===== config.mk =====
export PLATFORM = sky130hd
export DESIGN_NAME = positional_list_engine
export DESIGN_NICKNAME = d
export VERILOG_FILES = /design/src/sv/ple_pkg.sv /design/src/sv/ple_seq.sv /design/src/sv/ple_dp.sv /design/src/sv/positional_list_engine.sv
export SDC_FILE = /design/constraint.sdc
export NUM_CORES = 2
export LEC_CHECK = 0
export BUFFER_PORTS_ARGS = -buffer_cell sky130_fd_sc_hd__buf_2
export CORE_MARGIN = 2
export CORE_UTILIZATION = 60
export DETAILED_ROUTE_END_ITERATION = 7
export PLACE_DENSITY = 0.82
export REMOVE_ABC_BUFFERS = 1
export SYNTH_ARGS = -nofsm -noshare
export SYNTH_HDL_FRONTEND = slang
export SYNTH_SLANG_ARGS = --single-unit

===== constraint.sdc =====
create_clock -name clk -period 6.5 [get_ports clk]
set_clock_uncertainty 0.05 [all_clocks]
set_input_delay 0.975 -clock clk [delete_from_list [all_inputs] [get_ports clk]]
set_output_delay 0.975 -clock clk [all_outputs]
set_load 0.02 [all_outputs]

===== src/sv/ple_pkg.sv =====
`default_nettype none

package ple_pkg;

  localparam int CAPACITY  = 64;
  localparam int SLOT_BITS = $clog2(CAPACITY);
  localparam int ELEM_BITS = 8;
  localparam int CNT_BITS  = 7;
  localparam int STEP_BITS = 4;

  localparam logic [2:0] CMD_INSERT = 3'd0;
  localparam logic [2:0] CMD_DELETE = 3'd1;
  localparam logic [2:0] CMD_GET    = 3'd2;
  localparam logic [2:0] CMD_LOCATE = 3'd3;
  localparam logic [2:0] CMD_CLEAR  = 3'd4;

  typedef struct packed {
    logic [2:0]           command;
    logic [CNT_BITS-1:0]  position;
    logic [ELEM_BITS-1:0] value;
  } cmd_t;

  typedef struct packed {
    logic                 ok;
    logic [ELEM_BITS-1:0] element;
    logic [CNT_BITS-1:0]  found_position;
    logic [CNT_BITS-1:0]  length;
    logic                 empty_res;
  } rsp_t;

  // program steps
  localparam logic [STEP_BITS-1:0] S_IDLE       = 4'd0;
  localparam logic [STEP_BITS-1:0] S_DISP       = 4'd1;
  localparam logic [STEP_BITS-1:0] S_INS_HEAD   = 4'd2;
  localparam logic [STEP_BITS-1:0] S_INS_WALK   = 4'd3;
  localparam logic [STEP_BITS-1:0] S_INS_SPLICE = 4'd4;
  localparam logic [STEP_BITS-1:0] S_DEL_WALK   = 4'd5;
  localparam logic [STEP_BITS-1:0] S_GET_WALK   = 4'd6;
  localparam logic [STEP_BITS-1:0] S_LOC_WALK   = 4'd7;
  localparam logic [STEP_BITS-1:0] S_CLEAR      = 4'd8;
  localparam logic [STEP_BITS-1:0] S_DONE       = 4'd9;

  // jump conditions
  localparam logic [1:0] C_ALWAYS   = 2'd0;
  localparam logic [1:0] C_START    = 2'd1;
  localparam logic [1:0] C_AT_END   = 2'd2;
  localparam logic [1:0] C_OUT_FREE = 2'd3;

  // datapath operations
  localparam logic [3:0] OP_NONE       = 4'd0;
  localparam logic [3:0] OP_LOAD_FIRST = 4'd1;
  localparam logic [3:0] OP_INS_HEAD   = 4'd2;
  localparam logic [3:0] OP_INS_LINK   = 4'd3;
  localparam logic [3:0] OP_INS_SPLICE = 4'd4;
  localparam logic [3:0] OP_DEL        = 4'd5;
  localparam logic [3:0] OP_GET        = 4'd6;
  localparam logic [3:0] OP_LOC        = 4'd7;
  localparam logic [3:0] OP_CLEAR      = 4'd8;
  localparam logic [3:0] OP_EMIT       = 4'd9;

  // command classes for the dispatch jump
  localparam logic [2:0] K_FAIL     = 3'd0;
  localparam logic [2:0] K_INS_HEAD = 3'd1;
  localparam logic [2:0] K_INS_MID  = 3'd2;
  localparam logic [2:0] K_DEL      = 3'd3;
  localparam logic [2:0] K_GET      = 3'd4;
  localparam logic [2:0] K_LOC      = 3'd5;
  localparam logic [2:0] K_CLEAR    = 3'd6;

  typedef struct packed {
    logic [1:0]           cond;
    logic [3:0]           op;
    logic                 hop;
    logic                 dispatch;
    logic [STEP_BITS-1:0] jump;
  } ucode_t;

  typedef struct packed {
    logic [3:0] op;
    logic       hop;
  } ctrl_t;

  typedef struct packed {
    logic       at_end;
    logic [2:0] cls;
  } status_t;

  function automatic ucode_t ucode_rom(input logic [STEP_BITS-1:0] step);
    ucode_t uw;
    unique case (step)
      S_IDLE:       uw = '{C_START,    OP_NONE,       1'b0, 1'b0, S_DISP};
      S_DISP:       uw = '{C_ALWAYS,   OP_LOAD_FIRST, 1'b0, 1'b1, S_DONE};
      S_INS_HEAD:   uw = '{C_ALWAYS,   OP_INS_HEAD,   1'b0, 1'b0, S_DONE};
      S_INS_WALK:   uw = '{C_AT_END,   OP_INS_LINK,   1'b1, 1'b0, S_INS_SPLICE};
      S_INS_SPLICE: uw = '{C_ALWAYS,   OP_INS_SPLICE, 1'b0, 1'b0, S_DONE};
      S_DEL_WALK:   uw = '{C_AT_END,   OP_DEL,        1'b1, 1'b0, S_DONE};
      S_GET_WALK:   uw = '{C_AT_END,   OP_GET,        1'b1, 1'b0, S_DONE};
      S_LOC_WALK:   uw = '{C_AT_END,   OP_LOC,        1'b1, 1'b0, S_DONE};
      S_CLEAR:      uw = '{C_ALWAYS,   OP_CLEAR,      1'b0, 1'b0, S_DONE};
      S_DONE:       uw = '{C_OUT_FREE, OP_EMIT,       1'b0, 1'b0, S_IDLE};
      default:      uw = '{C_ALWAYS,   OP_NONE,       1'b0, 1'b0, S_IDLE};
    endcase
    return uw;
  endfunction

  function automatic logic [STEP_BITS-1:0] dispatch_rom(input logic [2:0] cls);
    logic [STEP_BITS-1:0] s;
    unique case (cls)
      K_INS_HEAD: s = S_INS_HEAD;
      K_INS_MID:  s = S_INS_WALK;
      K_DEL:      s = S_DEL_WALK;
      K_GET:      s = S_GET_WALK;
      K_LOC:      s = S_LOC_WALK;
      K_CLEAR:    s = S_CLEAR;
      default:    s = S_DONE;
    endcase
    return s;
  endfunction

endpackage

`default_nettype wire


===== src/sv/ple_seq.sv =====
`default_nettype none

module ple_seq (
  input  wire logic             clk,
  input  wire logic             rst,
  input  wire logic             start,
  input  wire logic             out_free,
  input  wire ple_pkg::status_t status,
  output ple_pkg::ctrl_t        ctrl,
  output logic                  idle
);

  logic [ple_pkg::STEP_BITS-1:0] step;
  logic [ple_pkg::STEP_BITS-1:0] step_next;
  ple_pkg::ucode_t               uw;
  logic                          taken;

  always_comb begin
    uw = ple_pkg::ucode_rom(step);
    unique case (uw.cond)
      ple_pkg::C_ALWAYS:   taken = 1'b1;
      ple_pkg::C_START:    taken = start;
      ple_pkg::C_AT_END:   taken = status.at_end;
      ple_pkg::C_OUT_FREE: taken = out_free;
    endcase
    ctrl.op  = taken ? uw.op : ple_pkg::OP_NONE;
    ctrl.hop = !taken && uw.hop;
    if (!taken) begin
      step_next = step;
    end else if (uw.dispatch) begin
      step_next = ple_pkg::dispatch_rom(status.cls);
    end else begin
      step_next = uw.jump;
    end
  end

  assign idle = (step == ple_pkg::S_IDLE);

  always_ff @(posedge clk) begin
    if (rst) begin
      step <= ple_pkg::S_IDLE;
    end else begin
      step <= step_next;
    end
  end

endmodule

`default_nettype wire


===== src/sv/ple_dp.sv =====
`default_nettype none

module ple_dp (
  input  wire logic           clk,
  input  wire logic           rst,
  input  wire logic           accept,
  input  wire ple_pkg::cmd_t  cmd,
  input  wire ple_pkg::ctrl_t ctrl,
  output ple_pkg::status_t    status,
  output ple_pkg::rsp_t       res
);

  localparam int SB = ple_pkg::SLOT_BITS;
  localparam int CB = ple_pkg::CNT_BITS;
  localparam int EB = ple_pkg::ELEM_BITS;

  logic [EB-1:0] elem_mem   [ple_pkg::CAPACITY];
  logic [SB-1:0] link_mem   [ple_pkg::CAPACITY];
  logic [SB-1:0] fstack_mem [ple_pkg::CAPACITY];

  ple_pkg::cmd_t cmd_q;
  logic [SB-1:0] first;
  logic [CB-1:0] count;
  logic [CB-1:0] fill;
  logic [CB-1:0] ftop;
  logic [SB-1:0] cur;
  logic [SB-1:0] prev;
  logic [CB-1:0] idx;
  logic          ok;
  logic [EB-1:0] elem_r;
  logic [CB-1:0] found;

  logic [EB-1:0] elem_q;
  logic [SB-1:0] link_q;
  logic [SB-1:0] fs_q;

  logic [SB-1:0] rd_addr;
  logic [SB-1:0] fs_raddr;
  logic [SB-1:0] ns;
  logic          match;
  logic          lw_en;
  logic [SB-1:0] lw_addr;
  logic [SB-1:0] lw_data;
  logic          ew_en;
  logic          pos_one;

  assign match    = (elem_q == cmd_q.value);
  assign pos_one  = (cmd_q.position == CB'(1));
  assign fs_raddr = SB'(ftop - CB'(1));
  assign ns       = (ftop != '0) ? fs_q : fill[SB-1:0];

  always_comb begin
    if (ctrl.op == ple_pkg::OP_LOAD_FIRST) begin
      rd_addr = first;
    end else if (ctrl.hop) begin
      rd_addr = link_q;
    end else begin
      rd_addr = cur;
    end
  end

  always_comb begin
    lw_en   = 1'b0;
    lw_addr = ns;
    lw_data = link_q;
    ew_en   = 1'b0;
    case (ctrl.op)
      ple_pkg::OP_INS_HEAD: begin
        lw_en   = 1'b1;
        lw_data = first;
        ew_en   = 1'b1;
      end
      ple_pkg::OP_INS_LINK: begin
        lw_en = 1'b1;
        ew_en = 1'b1;
      end
      ple_pkg::OP_INS_SPLICE: begin
        lw_en   = 1'b1;
        lw_addr = cur;
        lw_data = ns;
      end
      ple_pkg::OP_DEL: begin
        lw_en   = !pos_one;
        lw_addr = prev;
      end
      default: begin
      end
    endcase
  end

  // command class and walk end
  always_comb begin
    status.cls = ple_pkg::K_FAIL;
    unique case (cmd_q.command) inside
      ple_pkg::CMD_INSERT: begin
        if (count < CB'(ple_pkg::CAPACITY) && cmd_q.position != '0 &&
            cmd_q.position <= count + CB'(1)) begin
          status.cls = pos_one ? ple_pkg::K_INS_HEAD : ple_pkg::K_INS_MID;
        end
      end
      ple_pkg::CMD_DELETE: begin
        if (cmd_q.position != '0 && cmd_q.position <= count) begin
          status.cls = ple_pkg::K_DEL;
        end
      end
      ple_pkg::CMD_GET: begin
        if (cmd_q.position != '0 && cmd_q.position <= count) begin
          status.cls = ple_pkg::K_GET;
        end
      end
      ple_pkg::CMD_LOCATE: begin
        if (count != '0) begin
          status.cls = ple_pkg::K_LOC;
        end
      end
      ple_pkg::CMD_CLEAR: status.cls = ple_pkg::K_CLEAR;
      default: status.cls = ple_pkg::K_FAIL;
    endcase
  end

  always_comb begin
    unique case (cmd_q.command) inside
      ple_pkg::CMD_INSERT:                   status.at_end = (idx == cmd_q.position - CB'(1));
      ple_pkg::CMD_DELETE, ple_pkg::CMD_GET: status.at_end = (idx == cmd_q.position);
      ple_pkg::CMD_LOCATE:                   status.at_end = match || (idx == count);
      default:                               status.at_end = 1'b1;
    endcase
  end

  always_ff @(posedge clk) begin
    if (lw_en) begin
      link_mem[lw_addr] <= lw_data;
    end
    if (ew_en) begin
      elem_mem[ns] <= cmd_q.value;
    end
    if (ctrl.op == ple_pkg::OP_DEL) begin
      fstack_mem[ftop[SB-1:0]] <= cur;
    end
    link_q <= link_mem[rd_addr];
    elem_q <= elem_mem[rd_addr];
    fs_q   <= fstack_mem[fs_raddr];
  end

  always_ff @(posedge clk) begin
    if (rst) begin
      first <= '0;
      count <= '0;
      fill  <= '0;
      ftop  <= '0;
    end else begin
      case (ctrl.op)
        ple_pkg::OP_INS_HEAD, ple_pkg::OP_INS_SPLICE: begin
          if (ctrl.op == ple_pkg::OP_INS_HEAD) begin
            first <= ns;
          end
          count <= count + CB'(1);
          if (ftop != '0) begin
            ftop <= ftop - CB'(1);
          end else begin
            fill <= fill + CB'(1);
          end
        end
        ple_pkg::OP_DEL: begin
          if (pos_one) begin
            first <= link_q;
          end
          count <= count - CB'(1);
          ftop  <= ftop + CB'(1);
        end
        ple_pkg::OP_CLEAR: begin
          first <= '0;
          count <= '0;
          fill  <= '0;
          ftop  <= '0;
        end
        default: begin
        end
      endcase
    end
  end

  always_ff @(posedge clk) begin
    if (accept) begin
      cmd_q <= cmd;
    end
    if (ctrl.hop) begin
      prev <= cur;
      cur  <= link_q;
      idx  <= idx + CB'(1);
    end
    case (ctrl.op)
      ple_pkg::OP_LOAD_FIRST: begin
        cur    <= first;
        idx    <= CB'(1);
        ok     <= 1'b0;
        elem_r <= '0;
        found  <= '0;
      end
      ple_pkg::OP_INS_HEAD, ple_pkg::OP_INS_SPLICE, ple_pkg::OP_CLEAR: begin
        ok <= 1'b1;
      end
      ple_pkg::OP_DEL, ple_pkg::OP_GET: begin
        ok     <= 1'b1;
        elem_r <= elem_q;
      end
      ple_pkg::OP_LOC: begin
        ok    <= match;
        found <= match ? idx : '0;
      end
      default: begin
      end
    endcase
  end

  assign res.ok             = ok;
  assign res.element        = elem_r;
  assign res.found_position = found;
  assign res.length         = count;
  assign res.empty_res      = (count == '0);

  a_slot_books: assert property (@(posedge clk) disable iff (rst)
    ({1'b0, count} + {1'b0, ftop}) == {1'b0, fill})
    else $error("slot bookkeeping out of step with element count");

  a_count_cap: assert property (@(posedge clk) disable iff (rst)
    count <= CB'(ple_pkg::CAPACITY))
    else $error("element count above capacity");

  a_hop_bound: assert property (@(posedge clk) disable iff (rst)
    ctrl.hop |-> idx < count)
    else $error("link walk past the end of the list");

endmodule

`default_nettype wire


===== src/sv/positional_list_engine.sv =====
// insert, delete and get walk the links up to the command position, locate walks until a
//   match or the list end, clear and insert at the head do not walk
// throughput: one command at a time, the next word is taken in the cycle after the result
//   is loaded; the link walk sets the rate, one link per cycle through the link memory read
// reset: synchronous, empties the list at once; element and link memories are not cleared
`default_nettype none

module positional_list_engine (
  input  wire logic          clk,
  input  wire logic          rst,
  input  wire logic          cmd_valid,
  output logic               cmd_stall,
  input  wire ple_pkg::cmd_t cmd,
  output logic               rsp_valid,
  input  wire logic          rsp_stall,
  output ple_pkg::rsp_t      rsp
);

  ple_pkg::ctrl_t   ctrl;
  ple_pkg::status_t status;
  ple_pkg::rsp_t    res;
  logic             idle;
  logic             accept;
  logic             out_free;

  assign cmd_stall = !idle;
  assign accept    = cmd_valid && idle;
  assign out_free  = !rsp_valid || !rsp_stall;

  ple_seq u_seq (
    .clk      (clk),
    .rst      (rst),
    .start    (cmd_valid),
    .out_free (out_free),
    .status   (status),
    .ctrl     (ctrl),
    .idle     (idle)
  );

  ple_dp u_dp (
    .clk    (clk),
    .rst    (rst),
    .accept (accept),
    .cmd    (cmd),
    .ctrl   (ctrl),
    .status (status),
    .res    (res)
  );

  // result word register
  always_ff @(posedge clk) begin
    if (rst) begin
      rsp_valid <= 1'b0;
    end else if (ctrl.op == ple_pkg::OP_EMIT) begin
      rsp_valid <= 1'b1;
    end else if (!rsp_stall) begin
      rsp_valid <= 1'b0;
    end
  end

  always_ff @(posedge clk) begin
    if (ctrl.op == ple_pkg::OP_EMIT) begin
      rsp <= res;
    end
  end

endmodule

`default_nettype wire

-- Word level (Yosys, flattened, before mapping)
Memory sizes are Yosys's and may differ from the RTL's. A register that Yosys moved wholly into a read port is not among the register bits.
Cells that the tools add are included.
- register bits: 109
- memory bits (writable): 1280
- ROM bits: 176
- output and inout port bits: 26
- logic and storage cells: 139
- memories kept: 4
- add/subtract/negate cells: 7
- $lt $le $gt $ge: 3
- eq/ne operators: 32
- muxes and demuxes: 40
- reductions and logical operators: 33
- memory list (memory ; depth ; bits a word ; rd ports ; clocked after Yosys merged registers in ; wr ports ; RTL line ; text):
    u_dp.elem_mem ; 64 ; 8 ; 1 ; 1 ; 1 ; ple_dp.sv:17 ; logic [EB-1:0] elem_mem [ple_pkg::CAPACITY];
    u_dp.fstack_mem ; 64 ; 6 ; 1 ; 1 ; 1 ; ple_dp.sv:19 ; logic [SB-1:0] fstack_mem [ple_pkg::CAPACITY];
    u_dp.link_mem ; 64 ; 6 ; 1 ; 1 ; 1 ; ple_dp.sv:18 ; logic [SB-1:0] link_mem [ple_pkg::CAPACITY];
    (name not given) ; 16 ; 11 ; 1 ; 1 ; 0 ; ple_pkg.sv:90 ; unique case (step)
- operators by type and width (operator ; number):
    one-hot mux 7 bit (3 select lines) ; 2
    two-way mux 6 bit ; 5
    adder 7 x 1 -> 7 bit (second input constant) ; 4
    one-hot mux 7 bit (2 select lines) ; 2
    one-hot mux 4 bit (6 select lines) ; 1
    one-hot mux 6 bit (2 select lines) ; 2
    equality test 7 bit ; 3
    two-way mux 7 bit ; 3
    nonzero test 7 bit ; 3
    subtractor 7 x 1 -> 7 bit (second input constant) ; 3
    one-hot mux 6 bit (3 select lines) ; 1
    equality test 4 x 3 -> 1 bit (second input constant) ; 4
    two-way mux 4 bit ; 4
    one-hot mux 8 bit (2 select lines) ; 1
    one-hot mux 3 bit (5 select lines) ; 1
    <= comparator 7 bit ; 2
    equality test 3 x 2 -> 1 bit (second input constant) ; 4
    equality test 3 bit (second input constant) ; 4
    two-way mux 1 bit ; 9
    two-way mux 3 bit ; 3
    equality test 4 x 2 -> 1 bit (second input constant) ; 2
    equality test 4 bit (second input constant) ; 2
    equality test 8 bit ; 1
    != test 2 x 1 -> 1 bit (second input constant) ; 4
    25 further kinds ; 45

-- Logic depth before layout (Yosys ltp)
- depth after elaboration: 10
- depth in mapped cells: 21
- gate-level depth less buffers: 19

-- Cells and area by module
Synthesis repeated with hierarchy kept, for this count alone.
- cell total of the unflattened synthesis: 3122
- area, all modules: 56744.4 µm²
- modules (own cells, without submodules) (module ; instances ; cells each ; area an instance (µm²) ; seq. area each (µm²)):
    ple_dp ; 1 ; 3017 ; 55264.3 ; 40819.1
    positional_list_engine ; 1 ; 31 ; 774.5 ; 740.7
    ple_seq ; 1 ; 74 ; 705.7 ; 300.3

-- Worst setup path after synthesis
OpenSTA, ideal clock, no wires.
- path type: register to register
- start: register u_dp.cmd_q[7] in the netlist's numbering
- end: register rsp[0] in the netlist's numbering (enable)
- arrival: 4253 ps
- required time: 6013 ps
- path slack: 1760 ps
- stages on the path, launching flop included: 10
- path buffers: 3
- clock period less this slack: 4740 ps
- cells stage by stage: edfxtp_1 -> xor2_1 -> nor4_1 -> nand2_1 -> o221a_2 -> o31a_1 -> buf_6 -> buf_2 -> buf_1 -> nor3_1
- word-level cells in the longest chain between the ends: 6
- RTL lines (element ; RTL line ; text):
    from (decl) ; ple_dp.sv:21 ; ple_pkg::cmd_t cmd_q;
    from (signal assigned) ; ple_dp.sv:185 ; cmd_q <= cmd;
    equality test 8 bit ; ple_dp.sv:47 ; assign match = (elem_q == cmd_q.value);
    logical OR 1 bit ; ple_dp.sv:125 ; ple_pkg::CMD_LOCATE: status.at_end = match || (idx == count);
    one-hot mux 1 bit (3 select lines) ; ple_dp.sv:122 ; unique case (cmd_q.command) inside
    one-hot mux 1 bit (4 select lines) ; ple_seq.sv:20 ; unique case (uw.cond)
    two-way mux 4 bit ; ple_seq.sv:26 ; ctrl.op = taken ? uw.op : ple_pkg::OP_NONE;
    equality test 4 bit ; positional_list_engine.sv:62 ; if (ctrl.op == ple_pkg::OP_EMIT) begin
    to (signal assigned) ; positional_list_engine.sv:63 ; rsp <= res;
    to (decl) ; positional_list_engine.sv:16 ; output ple_pkg::rsp_t rsp
No other way between the ends.
A chain may end at the register's enable or synchronous reset.

-- Worst setup path in the final report
- start: register u_dp.cmd_q[15] in the netlist's numbering
- end: register u_dp.link_q[1] (read register of u_dp.link_mem)
- word-level cells in the longest chain between the ends: 8
- elaborated cells on any way between the ends: 13
- those cells by class: eq/ne: 4; mux: 5; reduce/logical: 4
- RTL lines (element ; RTL line ; text):
    equality test 3 x 2 -> 1 bit (no line) / equality test 3 x 1 -> 1 bit (equally long branches) ; -- ;
    OR reduction 2 bit ; ple_dp.sv:122 ;
    one-hot mux 1 bit (3 select lines) (*) ; ple_dp.sv:122 ;
    one-hot mux 1 bit (4 select lines) (*) ; ple_seq.sv:20 ;
    parallel branches: the longest is 3 deep, another holds two-way mux 4 bit ; -- ;
    two-way mux 6 bit (*) ; -- ;
    to (decl) ; ple_dp.sv:34 ; logic [SB-1:0] link_q;
Mark *: on every way between the ends.

==> results.json <==
{
  "rows": 113,
  "core_area_um2": 94700,
  "synthesis.area_um2": 57200,
  "wl_per_cell_um": 27.6,
  "crit_fanout": 76,
  "synth_edf_count": 1344,
  "vias": 32200,
  "ys_top_cells_by_area": "edfxtp_1 71%, mux2i_1 6.4%, mux4_2 5.0%",
  "final_antenna_net_count": 0,
  "synth_flop_cell": "edfxtp_1",
  "cts_inserted_buffers": 138,
  "htree_levels": 4,
  "synthCells": 3460,
  "wl_met2_um": 65300,
  "dp_hpwl_um": 80900,
  "drt-pass1-iter-count": 7,
  "syn-mean-instance-area_um2": 16.5,
  "synth_area_leader_cell": "edfxtp_1",
  "drtIter0Drc": 4401,
  "cts_root_buf": "clkbuf_16",
  "layout_commonest_cell": "edfxtp_1",
  "cts_tree": "done",
  "numPortBuffers": 47,
  "tightest_slew_ns": 1.43,
  "cts_resized": 0,
  "final_core_util_pct": 66.5,
  "clkLatencyLatePin_ns": 0.76,
  "endpoint_kind": "register",
  "die-area_um2": 97800,
  "start_util_pct": 60.4,
  "via_per_inst": 6.59,
  "hp-class": "in2reg",
  "hold_viol_final": 0,
  "worst_setup_path_start_kind": "register",
  "die-width_um": 313,
  "clock_sinks": 1419,
  "ios": 48,
  "drv_cap": 0,
  "leakage_nw": 20.7,
  "slew_headroom_pct": 4.72,
  "finalPower_mw": 31.6,
  "grt_usage_pct": 27.5,
  "antenna_found_initial": 1,
  "yosysSeqAreaShare_pct": 73.2,
  "synth-seq-cells": 1419,
  "drive_gt1_share_pct": 14.2,
  "cts_max_path_buffers": 3,
  "postCtsSetupBuffers": 0,
  "power.density_nw_per_um2": 502,
  "die_h_um": 313,
  "arrival_ns": 6.20,
  "synth_top_area_share_pct": 70.6,
  "grt.overflow.total": 0,
  "max_freq_mhz": 178,
  "first_global_vias": 31400,
  "status": "finished, final reports clean",
  "cts.clk_slew.worst_paths_ns": 0.07,
  "top_layer": "met4",
  "grt_max_degree": 96,
  "timing.final.max_slew_violations": 0,
  "ir_drop_uv": 484,
  "syn2layout_area_growth_pct": 10.2,
  "final_cell_mix": "1344 x edfxtp_1, 366 x mux2i_1, 293 x nor2_1",
  "async_flop_share_pct": 0,
  "fin_area_um2": 63000,
  "synth_warnings": 0,
  "gp_congestion": 0.927,
  "timing.final.crit_period_ns": 5.61,
  "wl_met3_um": 14600,
  "ys_types": 76,
  "critical_path_class": "reg2reg",
  "grt_pass1_wl_um": 200000,
  "min_period_over_period_pct": 86.2,
  "setup_viol": 0,
  "wirelength_um": 135000,
  "nets": 3569,
  "route.layer.met1.wl_um": 48600,
  "fillers": 5990,
  "drcViolationCount": 0,
  "whs_ns": 0.356,
  "hold_buffers": 0,
  "placed_area_um2": 58700,
  "worstPathRequired_ns": 7.09,
  "rsz0062_at_grt": "false"
}
[cell families after synthesis]
kind of cell,count (synthesis),synth area share (%)
xor+xnor,47,0.720
mux,539,12.3
simple gates,774,5.99
buf+inv,222,1.83
compound gates,430,5.31
flops,1419,73.2
fa+ha+maj,29,0.635
[critical path, cell delays in order (launching register included)]
cell and delay [ns]:
edfxtp_1 0.49, xnor2_1 0.49, o21ai_0 0.24, a2111oi_2 0.33, o211ai_1 0.20, o31a_1 0.41, nor3_1 0.27, a31o_2 0.53
inv_8 0.37, nand3_1 0.66, o22ai_1 0.21, nor4_1 0.72, o32ai_1 0.24, a31o_1 0.27
[worst paths after layout]
check                        end  cells after the start  slack, ns            from
setup / recovery  u_dp.link_q[1]                     13       0.89  u_dp.cmd_q[15]
hold / removal    u_dp.cmd_q[14]                      1       0.36         cmd[14]
setup reg to reg  u_dp.link_q[1]                     13       0.89  u_dp.cmd_q[15]
hold reg to reg          rsp[13]                      0       0.37   u_dp.found[5]
[sequential cells by signal, indices dropped and copies added, names as in the netlist, 7 cells and up]
register / flops
u_dp.link_mem: 384
u_dp.elem_mem: 512
u_dp.elem_q: 8
u_dp.fstack_mem: 384
u_dp.idx: 7
u_dp.count: 7
rsp: 24
u_dp.elem_r: 8
u_dp.ftop: 7
u_seq.uw: 11
u_dp.found: 7
u_dp.cmd_q: 18
[metal layers]
layer	global-route usage, %	vias up
met1	36.7	16000
met3	5.86	408
li1	-	13700
met4	12.7	0
met5	0	-
met2	44.0	2091
[area by class of cell]
class / count / area [um2] / area share (%)
Inverter: 35 / 154 / 0.244
Timing Repair Buffer: 105 / 696 / 1.10
Multi-Input combinational cell: 1819 / 14400 / 22.8
Clock inverter: 59 / 576 / 0.914
Clock buffer: 186 / 3700 / 5.88
Sequential cell: 1419 / 41900 / 66.5
Tap cell: 1265 / 1580 / 2.51
Antenna cell: 1 / 2.50 / 0.00397
[cell usage after synthesis (all sizes together) (14+ instances only)]
| master | n |
|---|---|
| a21oi | 91 |
| a221o | 19 |
| a221oi | 23 |
| a22oi | 47 |
| a31o | 17 |
| and2 | 21 |
| buf | 96 |
| clkbuf | 91 |
| dfxtp | 75 |
| edfxtp | 1344 |
| ha | 29 |
| inv | 35 |
| mux2 | 47 |
| mux2i | 366 |
| mux4 | 126 |
| nand2 | 229 |
| nand3 | 80 |
| nand4 | 24 |
| nor2 | 295 |
| nor2b | 14 |
| nor3 | 31 |
| nor4 | 29 |
| o21a | 25 |
| o21ai | 21 |
| o221ai | 18 |
| o22ai | 95 |
| o32ai | 16 |
| or3 | 18 |
| xnor2 | 19 |
| xor2 | 28 |
[metrics by stage]
stage | setup WS (ns) | TNS [ns] | cells
after floorplan | -2.94 | -866.04 | 3273
after global placement | 1.14 | 0 | 4643
after detailed placement | 1.08 | 0 | 4643
after CTS | 1.05 | 0 | 4888
after global routing | 0.637 | 0 | 4888
final | 0.894 | 0 | 4889
[power breakdown]
part	switching, mW	internal (mW)
Combinational	7.96	4.27
Clock	3.40	4.28
Sequential	0.343	11.4
Total	11.7	19.9
No activity file was read; power rests on OpenSTA's default activity.
